==> config.mk <==
export PLATFORM = sky130hd
export DESIGN_NAME = pixel_format_to_rgba_converter
export DESIGN_NICKNAME = d
export VERILOG_FILES = /design/src/rtl/fpc_pkg.sv /design/src/rtl/fpc_front.sv /design/src/rtl/fpc_queue.sv /design/src/rtl/fpc_back.sv /design/src/rtl/pixel_format_to_rgba_converter.sv
export SDC_FILE = /design/constraint.sdc
export NUM_CORES = 1
export LEC_CHECK = 0
export BUFFER_PORTS_ARGS = -buffer_cell sky130_fd_sc_hd__buf_2
export CORE_MARGIN = 2
export CORE_UTILIZATION = 45
export CTS_CLUSTER_DIAMETER = 150
export DETAILED_ROUTE_END_ITERATION = 10
export PLACE_DENSITY = 0.59
export RECOVER_POWER = 25
export SYNTH_ARGS = -nofsm -noshare
export SYNTH_HDL_FRONTEND = slang
export SYNTH_SLANG_ARGS = --single-unit
==> constraint.sdc <==
create_clock -name clk -period 6.3 [get_ports clk]
set_input_delay 1.26 -clock clk [delete_from_list [all_inputs] [get_ports clk]]
set_output_delay 1.26 -clock clk [all_outputs]
set_load 0.02 [all_outputs]
==> src/rtl/fpc_pkg.sv <==
// ----------------------------------------------------------------------------
// fpc_pkg
// Shared types, constants and helpers for the pixel format to RGBA converter.
// ----------------------------------------------------------------------------
package fpc_pkg;

  typedef enum logic [2:0] {
    FMT_RGB8  = 3'd0,
    FMT_BGR8  = 3'd1,
    FMT_RGBA8 = 3'd2,
    FMT_BGRA8 = 3'd3,
    FMT_Y8    = 3'd4,
    FMT_Y16   = 3'd5,
    FMT_YUYV  = 3'd6,
    FMT_UYVY  = 3'd7
  } fmt_t;

  localparam int unsigned FPC_QUEUE_DEPTH = 4;
  localparam logic [7:0]  ALPHA_OPAQUE    = 8'hFF;

  // Partial BT.601 terms, rounding offset already folded into the chroma terms
  localparam int unsigned TERM_W = 18;
  localparam int unsigned SUM_W  = 20;

  typedef struct packed {
    logic                     is_yuv;
    logic [7:0]               red;
    logic [7:0]               green;
    logic [7:0]               blue;
    logic [7:0]               alpha;
    logic signed [TERM_W-1:0] luma0;   // 298 * (Y0 - 16)
    logic signed [TERM_W-1:0] luma1;   // 298 * (Y1 - 16)
    logic signed [TERM_W-1:0] red_cr;  // 409*E + 128
    logic signed [TERM_W-1:0] grn_c;   // 128 - 100*D - 208*E
    logic signed [TERM_W-1:0] blu_cb;  // 516*D + 128
  } fpc_entry_t;

  // Floor shift by 8, then clamp to a byte
  function automatic logic [7:0] clamp_shift8(input logic signed [SUM_W-1:0] sum);
    logic signed [SUM_W-9:0] shifted;
    logic [7:0]              res;
    shifted = sum[SUM_W-1:8];
    if (shifted < 0) begin
      res = 8'd0;
    end else if (shifted > $signed((SUM_W-8)'(255))) begin
      res = 8'd255;
    end else begin
      res = shifted[7:0];
    end
    return res;
  endfunction

endpackage

==> src/rtl/fpc_front.sv <==
// ----------------------------------------------------------------------------
// fpc_front
// Holds the format register, takes items and classifies them into queue
// entries: channel routing for RGB/gray, precomputed products for YUV pairs.
// ----------------------------------------------------------------------------
module fpc_front
  import fpc_pkg::*;
(
  input  logic       clk,
  input  logic       rst,
  input  logic       cfg_wr_en,
  input  logic [2:0] cfg_wr_data,
  input  logic       start,
  input  logic [7:0] byte0,
  input  logic [7:0] byte1,
  input  logic [7:0] byte2,
  input  logic [7:0] byte3,
  input  logic       full,
  output logic       busy,
  output logic       push,
  output fpc_entry_t entry
);

  fmt_t pixel_format;

  always_ff @(posedge clk) begin
    if (rst) begin
      pixel_format <= FMT_RGB8;
    end else if (cfg_wr_en) begin
      pixel_format <= fmt_t'(cfg_wr_data);
    end
  end

  assign busy = full;
  assign push = start && !full;

  logic [7:0]        y0, y1, u, v;
  logic signed [9:0] c0, c1;
  logic signed [7:0] d, e;

  always_comb begin
    y0 = byte0;
    u  = byte1;
    y1 = byte2;
    v  = byte3;
    if (pixel_format == FMT_UYVY) begin
      u  = byte0;
      y0 = byte1;
      v  = byte2;
      y1 = byte3;
    end
  end

  // Y - 16 and the chroma offsets (flipping the top bit subtracts 128)
  assign c0 = $signed({2'b00, y0}) - 10'sd16;
  assign c1 = $signed({2'b00, y1}) - 10'sd16;
  assign d  = $signed({~u[7], u[6:0]});
  assign e  = $signed({~v[7], v[6:0]});

  always_comb begin
    entry        = '0;
    entry.alpha  = ALPHA_OPAQUE;
    entry.luma0  = TERM_W'(c0) * 18'sd298;
    entry.luma1  = TERM_W'(c1) * 18'sd298;
    entry.red_cr = TERM_W'(e) * 18'sd409 + 18'sd128;
    entry.grn_c  = 18'sd128 - TERM_W'(d) * 18'sd100 - TERM_W'(e) * 18'sd208;
    entry.blu_cb = TERM_W'(d) * 18'sd516 + 18'sd128;
    unique case (pixel_format)
      FMT_RGB8: begin
        entry.red = byte0; entry.green = byte1; entry.blue = byte2;
      end
      FMT_BGR8: begin
        entry.red = byte2; entry.green = byte1; entry.blue = byte0;
      end
      FMT_RGBA8: begin
        entry.red = byte0; entry.green = byte1; entry.blue = byte2;
        entry.alpha = byte3;
      end
      FMT_BGRA8: begin
        entry.red = byte2; entry.green = byte1; entry.blue = byte0;
        entry.alpha = byte3;
      end
      FMT_Y8: begin
        entry.red = byte0; entry.green = byte0; entry.blue = byte0;
      end
      FMT_Y16: begin
        entry.red = byte1; entry.green = byte1; entry.blue = byte1;
      end
      FMT_YUYV, FMT_UYVY: begin
        entry.is_yuv = 1'b1;
      end
      default: begin
        entry.is_yuv = 1'b0;
      end
    endcase
  end

endmodule

==> src/rtl/fpc_queue.sv <==
// ----------------------------------------------------------------------------
// fpc_queue
// Small FIFO of classified entries between the front and the back end.
// ----------------------------------------------------------------------------
module fpc_queue
  import fpc_pkg::*;
#(
  parameter int unsigned DEPTH = FPC_QUEUE_DEPTH
) (
  input  logic       clk,
  input  logic       rst,
  input  logic       push,
  input  fpc_entry_t push_entry,
  input  logic       pop,
  output logic       full,
  output logic       empty,
  output fpc_entry_t head
);

  localparam int unsigned PTR_W = (DEPTH > 1) ? $clog2(DEPTH) : 1;
  localparam int unsigned CNT_W = $clog2(DEPTH + 1);

  fpc_entry_t       mem [DEPTH];
  logic [PTR_W-1:0] wr_ptr;
  logic [PTR_W-1:0] rd_ptr;
  logic [CNT_W-1:0] count;

  assign full  = (count == CNT_W'(DEPTH));
  assign empty = (count == '0);
  assign head  = mem[rd_ptr];

  always_ff @(posedge clk) begin
    if (push) begin
      mem[wr_ptr] <= push_entry;
    end
  end

  always_ff @(posedge clk) begin
    if (rst) begin
      wr_ptr <= '0;
      rd_ptr <= '0;
      count  <= '0;
    end else begin
      if (push) begin
        wr_ptr <= (wr_ptr == PTR_W'(DEPTH - 1)) ? '0 : wr_ptr + 1'b1;
      end
      if (pop) begin
        rd_ptr <= (rd_ptr == PTR_W'(DEPTH - 1)) ? '0 : rd_ptr + 1'b1;
      end
      if (push && !pop) begin
        count <= count + 1'b1;
      end else if (pop && !push) begin
        count <= count - 1'b1;
      end
    end
  end

endmodule

==> src/rtl/fpc_back.sv <==
// ----------------------------------------------------------------------------
// fpc_back
// Drains the queue: one pixel per cycle while the queue holds an entry, two pixels for a YUV pair.
// Finishes the BT.601 sums, shifts, clamps and registers the result.
// ----------------------------------------------------------------------------
module fpc_back
  import fpc_pkg::*;
(
  input  logic       clk,
  input  logic       rst,
  input  logic       empty,
  input  fpc_entry_t head,
  output logic       pop,
  output logic       valid,
  output logic [7:0] red,
  output logic [7:0] green,
  output logic [7:0] blue,
  output logic [7:0] alpha,
  output logic       last_of_group
);

  logic                     phase;   // 1 on the second pixel of a YUV pair
  logic                     phase_next;
  logic signed [TERM_W-1:0] luma;
  logic signed [SUM_W-1:0]  sum_r, sum_g, sum_b;
  logic [7:0]               red_next, green_next, blue_next, alpha_next;
  logic                     last_next;

  assign luma  = phase ? head.luma1 : head.luma0;
  assign sum_r = SUM_W'(luma) + SUM_W'(head.red_cr);
  assign sum_g = SUM_W'(luma) + SUM_W'(head.grn_c);
  assign sum_b = SUM_W'(luma) + SUM_W'(head.blu_cb);

  assign pop = !empty && (!head.is_yuv || phase);

  always_comb begin
    phase_next = phase;
    if (!empty && head.is_yuv) begin
      phase_next = !phase;
    end
  end

  always_comb begin
    if (head.is_yuv) begin
      red_next   = clamp_shift8(sum_r);
      green_next = clamp_shift8(sum_g);
      blue_next  = clamp_shift8(sum_b);
      alpha_next = ALPHA_OPAQUE;
      last_next  = phase;
    end else begin
      red_next   = head.red;
      green_next = head.green;
      blue_next  = head.blue;
      alpha_next = head.alpha;
      last_next  = 1'b1;
    end
  end

  always_ff @(posedge clk) begin
    if (rst) begin
      phase <= 1'b0;
      valid <= 1'b0;
    end else begin
      phase <= phase_next;
      valid <= !empty;
    end
  end

  always_ff @(posedge clk) begin
    red           <= red_next;
    green         <= green_next;
    blue          <= blue_next;
    alpha         <= alpha_next;
    last_of_group <= last_next;
  end

endmodule

==> src/rtl/pixel_format_to_rgba_converter.sv <==
// ----------------------------------------------------------------------------
// pixel_format_to_rgba_converter
// Camera pixel formats to 8-bit RGBA, with BT.601 YUV 4:2:2 conversion.
// ----------------------------------------------------------------------------
// Usage:
//   Write the pixel format through cfg_wr_en / cfg_wr_data while idle
//   (0 RGB8, 1 BGR8, 2 RGBA8, 3 BGRA8, 4 Y8, 5 Y16, 6 YUYV, 7 UYVY).
//   An item (byte0..byte3) transfers on a clock edge with start high and
//   busy low. Results come out on red/green/blue/alpha with valid high for
//   one cycle each; last_of_group marks the final pixel of an item.
//   An item is written into the queue; the back end then computes its first
//   pixel and registers it onto the ports, and the second pixel of a YUV
//   pair follows in the next cycle.
//   Throughput: one item per cycle for RGB and gray formats while busy is
//   low; a YUYV/UYVY item yields two pixels, as the back end emits one pixel
//   per cycle. A queue of QUEUE_DEPTH entries absorbs bursts; busy is high
//   while it is full.
//   Reset clears the queue, the output strobe and sets the format to RGB8.
//   The receiver has no stall; every result is taken in its cycle.
// ----------------------------------------------------------------------------
module pixel_format_to_rgba_converter
  import fpc_pkg::*;
#(
  parameter int unsigned QUEUE_DEPTH = FPC_QUEUE_DEPTH
) (
  input  logic       clk,
  input  logic       rst,
  input  logic       cfg_wr_en,
  input  logic [2:0] cfg_wr_data,
  input  logic       start,
  output logic       busy,
  input  logic [7:0] byte0,
  input  logic [7:0] byte1,
  input  logic [7:0] byte2,
  input  logic [7:0] byte3,
  output logic       valid,
  output logic [7:0] red,
  output logic [7:0] green,
  output logic [7:0] blue,
  output logic [7:0] alpha,
  output logic       last_of_group
);

  logic       push, pop, full, empty;
  fpc_entry_t push_entry, head;

  fpc_front u_front (
    .clk         (clk),
    .rst         (rst),
    .cfg_wr_en   (cfg_wr_en),
    .cfg_wr_data (cfg_wr_data),
    .start       (start),
    .byte0       (byte0),
    .byte1       (byte1),
    .byte2       (byte2),
    .byte3       (byte3),
    .full        (full),
    .busy        (busy),
    .push        (push),
    .entry       (push_entry)
  );

  fpc_queue #(
    .DEPTH (QUEUE_DEPTH)
  ) u_queue (
    .clk        (clk),
    .rst        (rst),
    .push       (push),
    .push_entry (push_entry),
    .pop        (pop),
    .full       (full),
    .empty      (empty),
    .head       (head)
  );

  fpc_back u_back (
    .clk           (clk),
    .rst           (rst),
    .empty         (empty),
    .head          (head),
    .pop           (pop),
    .valid         (valid),
    .red           (red),
    .green         (green),
    .blue          (blue),
    .alpha         (alpha),
    .last_of_group (last_of_group)
  );

endmodule

* Word level (Yosys, flattened, before mapping)
Memory sizes are Yosys's and may differ from the RTL's. A register that Yosys moved wholly into a read port is not among the register bits.
Index checks and enable logic that the tools add are counted.
** Operators by class
- Add/subtract/negate cells :: 13
- Multiply operators :: 6
- Order comparisons :: 6
- Eq/ne operators :: 10
- Mux-type cells :: 25
- Bitwise operators :: 2
- Reduce and logical (&&, ||, !) cells :: 19
** Operators with widths (number)
- 2-to-1 mux 8 bit :: 14
- case mux 24 bit (4 select lines) :: 1
- adder 18 x 18 -> 19 bit :: 3
- adder 18 x 9 -> 18 bit (second input constant) :: 2
- multiplier 9 x 9 -> 17 bit (second input constant) :: 2
- > comparator 11 x 9 -> 1 bit (second input constant) :: 3
- less-than comparator 11 x 1 -> 1 bit (second input constant) :: 3
- multiplier 8 x 10 -> 18 bit (second input constant) :: 1
- 2-to-1 mux 18 bit :: 1
- subtractor 18 bit :: 1
- subtractor 8 x 5 -> 9 bit (second input constant) :: 2
- subtractor 9 x 18 -> 18 bit (first input constant) :: 1
- multiplier 8 x 9 -> 16 bit (second input constant) :: 1
- == test 3 bit (second input constant) :: 5
- multiplier 8 x 6 -> 14 bit (second input constant) :: 1
- multiplier 8 x 5 -> 13 bit (second input constant) :: 1
- 2-to-1 mux 2 bit :: 4
- OR reduction 2 bit :: 4
- == test 3 x 2 -> 1 bit (second input constant) :: 2
- logical NOT 1 bit :: 6
- logical NOT 3 bit :: 2
- 2-to-1 mux 3 bit :: 2
- logical AND 1 bit :: 5
- adder 2 x 1 -> 2 bit (second input constant) :: 2
- other kinds (8) :: 12
** Storage, ports and cells
- Register bits :: 45
- Memory bits (writable) :: 484
- Logic and storage cells :: 93
- Memories :: 1
** Memory list
- u_queue.mem :: depth 4, bits a word 121, read ports 1, clocked after memory_dff 1, wr ports 1, line fpc_queue.sv:23 : fpc_entry_t mem [DEPTH];

* Depth between registers and ports, before layout
- Depth in word-level cells :: 7
- Gate-level depth with buffers :: 27
- Depth with buffers taken out :: 24

* By module
A second synthesis with hierarchy kept.
** Second synthesis, totals
- Cell total of the unflattened synthesis :: 2042
- Area, all modules :: 29340.6 um^2
** Modules (own cells, without submodules)
- fpc_queue :: instances 1, cells an instance 687, area each 18178.7 um^2, sequential area each 14954.3 um^2
- fpc_front :: instances 1, cells an instance 1000, area each 7882.6 um^2, sequential area each 60.1 um^2
- fpc_back :: instances 1, cells an instance 355, area each 3279.4 um^2, sequential area each 700.7 um^2

* Worst setup path before layout
No wires, ideal clock.
- Path type :: flip-flop to flip-flop
- From :: register u_front.pixel_format[0]
- To :: memory u_queue.mem[0][35] (netlist name) (data pin)
- Data arrival time :: 6142 ps
- Setup slack :: -114 ps
- Stages on the path, launching flop included :: 28
- Buffers on the path :: 4
- Period minus slack after synthesis :: 6414 ps
- Cell sequence :: dfxtp_1 > buf_2 > nand3_1 > buf_2 > buf_1 > buf_1 > mux2_2 > ha_1 > inv_1 > fa_1 > inv_1 > ha_1 > ha_1 > fa_1 > a21o_1 > a21oi_1 > o21bai_1 > a21oi_1 > a21boi_0 > nor3_1 > a21o_1 > inv_1 > ha_1 > ha_1 > or2_2 > a21oi_1 > a21oi_1 > xnor2_1
** RTL lines
- start, declared :: line fpc_front.sv:24 : fmt_t pixel_format;
- start signal, assigned :: line fpc_front.sv:30 : pixel_format <= fmt_t'(cfg_wr_data);
- end, declared :: line fpc_queue.sv:23

==> impl_metrics.csv <==
group,metric,value,unit
clock_network,clockBufferDepth,3,
layout,drive_above_1_share,0.172,
critical_path,max_stage_delay,520,ps
route,avgRoutedWirePerCell,23.0,µm
critical_path,critPathSlowestCell,"fa_1",
placed_design,portBuffers,73,
critical_path,worst-setup-path-type,"reg2reg",
clock_network,clk_pin_slew,60,ps
grt,grt_pass1_wl,102000,µm
route,via_per_inst,5.64,
die,die_h,252,µm
hold_path,hold_class,"reg2reg",
run,max-cap-violations,1,
timing,holdWs,499,ps
die,dieArea,63400,µm²
die,rows,90,
clock_network,cts_tree,"yes",
layout,areaGrowthSynthToFinish,13.0,%
critical_path,worstPathRequired,6620,ps
critical_path,start_kind,"flip-flop",
timing,hold_viol_final,0,
route,drc,0,
grt,grt_pass1_vias,16700,
synth,synth_cells,1932,
timing,skew,17.0,ps
synth,syn-num-nets,2292,
die,ioPinCount,74,
synth,yosysSeqAreaShare,0.534,
route,vias,16500,
synth,yosysUniqueCellTypes,70,
outcome,violations,"max-capacitance violations, max-slew violations",
placed_design,dp_hpwl,46700,µm
timing,fin_setup_tns,0,ps
synth,ys_async_sr_fraction,0,
timing,max_freq,172,MHz
timing,grt_setup_unrepaired,"false",
route,dr.pass1.iters,6,
clock_network,clk_latency,600,ps
pwr,p_leak,12.1,nW
placed_design,routabilityCongestion,0.849,
clock_network,cts_resized,0,
layout,fin_util,0.516,
route,drt_iter0_drc,1256,
layout,final_nets,2455,
route,antenna_left,0,
timing,period_needed,5820,ps
timing,slew_viol_final,30,
clock_network,clkSinkCount,507,
critical_path,cp-end-kind,"flip-flop",
timing,slew_headroom,-0.00426,
timing,fin_crit_sh,0.923,
timing,setup_viol,0,
timing,tightest_slew,1510,ps
grt,track_usage,0.215,
synth,synthFlopType,"edfxtp_1",
grt,grt.overflow.total,0,
clock_network,cts_made_buffers,55,
clock_network,cts_root_buffer,"clkbuf_16",
clock_network,cts_hold_buf,0,
grt,grt_max_degree,116,
layout,num_antenna_cells,0,
synth,netlist_area,27600,µm²
synth,syn_avg_cell_area,14.3,µm²
synth,ys_ff_latch,507,
clock_network,post_cts.repair.setup_buffers,0,
pwr,irDropWorstVdd,294,µV
outcome,outcome,"complete, but fails checks",
critical_path,worstPathMaxFanout,45,
pwr,power.density,507,nW/µm²
die,core,60600,µm²
grt,antenna_found_initial,3,
die,die_width,252,µm
synth,synth_warnings,0,
clock_network,cts_max_level,2,
die,initial_core_util,0.456,
synth,synth_edf_count,460,
route,wl,67100,µm
critical_path,cp.arrival,6140,ps
## sequential cells by signal (all words and copies together), names as in the netlist, named ones only
name                  flops
u_back.blue               8
u_back.last_of_group      1
u_back.red                8
u_queue.count             3
u_back.green              8
u_queue.rd_ptr            2
u_front.pixel_format      3
u_back.valid              1
u_queue.mem             460
u_back.alpha              8
u_queue.wr_ptr            2
u_back.phase              1
## metrics by stage
| step | instance area [µm²] | power, mW | setup WS (ps) | cells |
|---|---|---|---|---|
| 4_1_cts | 31300 | 16.0 | 573 | 2920 |
| 5_1_grt | 31200 | 16.9 | 93.5 | 2920 |
| 3_5_place_dp | 29500 | 12.7 | -18.2 | 2820 |
| 2_1_floorplan | 27600 | 10.4 | 20.8 | 1932 |
| 6_report | 31200 | 15.8 | 483 | 2920 |
| 3_3_place_gp | 29500 | 12.5 | 5.65 | 2820 |
## where the power goes
part	total, mW	switching [mW]	internal, mW	leakage, nW
clock network	3.20	1.31	1.89	0.869
registers	4.99	0.220	4.77	4.60
logic	7.65	4.55	3.10	6.67
total	15.8	6.08	9.75	12.1
## path summary, 6_finish.rpt
check / cells after the start / slack, ps / start / endpoint
max: 26 / 480 / u_front.pixel_format[0] / u_queue.mem[0][86]
min: 2 / 500 / u_queue.count[2] / u_queue.count[2]
max reg2reg: 26 / 480 / u_front.pixel_format[0] / u_queue.mem[0][86]
min reg2reg: 2 / 500 / u_queue.count[2] / u_queue.count[2]
## synth_stat cells, drive strengths merged, types with 3 or more instances
library cell / n / area (µm²)
o41a: 3 / 33.8
clkbuf: 33 / 124
edfxtp: 460 / 13800
nor3: 27 / 135
xnor2: 87 / 762
mux2: 31 / 349
or3: 6 / 37.5
dfxtp: 47 / 941
a21o: 37 / 278
and3: 3 / 23.8
o22ai: 26 / 163
a211o: 3 / 26.3
nand2: 52 / 195
nor4: 3 / 48.8
nor2: 94 / 355
o2111ai: 5 / 43.8
o21ai: 40 / 204
a22oi: 10 / 75.1
nor2b: 15 / 93.8
or2: 12 / 75.1
mux2i: 46 / 473
ha: 272 / 3400
o31ai: 3 / 41.3
and4: 4 / 35.0
o21bai: 14 / 105
buf: 27 / 126
xor2: 31 / 272
o221a: 4 / 45.0
a21oi: 81 / 409
nand2b: 21 / 131
a31oi: 5 / 31.3
a21boi: 7 / 52.6
inv: 188 / 706
nand3: 20 / 100
a211oi: 4 / 35.0
and2: 8 / 50.1
nand4: 5 / 31.3
o21a: 14 / 105
fa: 49 / 981
mux4: 111 / 2500
## worst max-delay path, delay by kind of cell, from the launching register on
family	cells	cell delay [ps]
and+or+nand+nor	5	550
muxes	1	240
AOI/OAI and AO/OA	8	1690
buffers and inverters	6	930
DFF	1	320
adders and majority gates	5	1640
xor gates and xnor gates	1	150
## cell type report
class | instances | area [µm²]
fillers | 5132 | 29300
well taps | 782 | 978
inverters | 188 | 706
repair buffers | 166 | 1060
flip-flops and latches | 507 | 14800
clock buffers | 75 | 1560
multi-input cells | 1177 | 11900
clock inverters | 25 | 231
## logic make-up after synthesis
family	count (synthesis)	share of synthesized area
xor+xnor	118	0.0374
simple gates	277	0.0495
fa+ha+maj	321	0.159
buf+inv	248	0.0346
flops	507	0.534
compound gates	273	0.0658
mux	188	0.120
## routing by layer
layer / vias to the layer above / track usage / share of wire
met5: - / 0 / 0.00018
met4: 2 / 0.0465 / 0.019
met3: 69 / 0.0326 / 0.058
met2: 440 / 0.344 / 0.46
met1: 8377 / 0.313 / 0.46
li1: 7585 / - / -
## cell usage in the layout, fill, tap and decap left out, drive strengths merged, types with 17 or more instances in the layout
master  synthesis  routed
a21o           37      37
dfxtp          47      47
ha            272     272
clkinv          0      17
nand3          20      20
mux2           31      31
nand2          52      52
mux2i          46      46
nor3           27      27
fa             49      49
buf            27     116
xnor2          87      87
nor2           94      94
xor2           31      31
nand2b         21      21
o22ai          26      26
edfxtp        460     460
mux4          111     111
clkbuf         33     125
inv           188     188
o21ai          40      40
a21oi          81      81
Note: power is estimated with default switching activity, not from simulation.
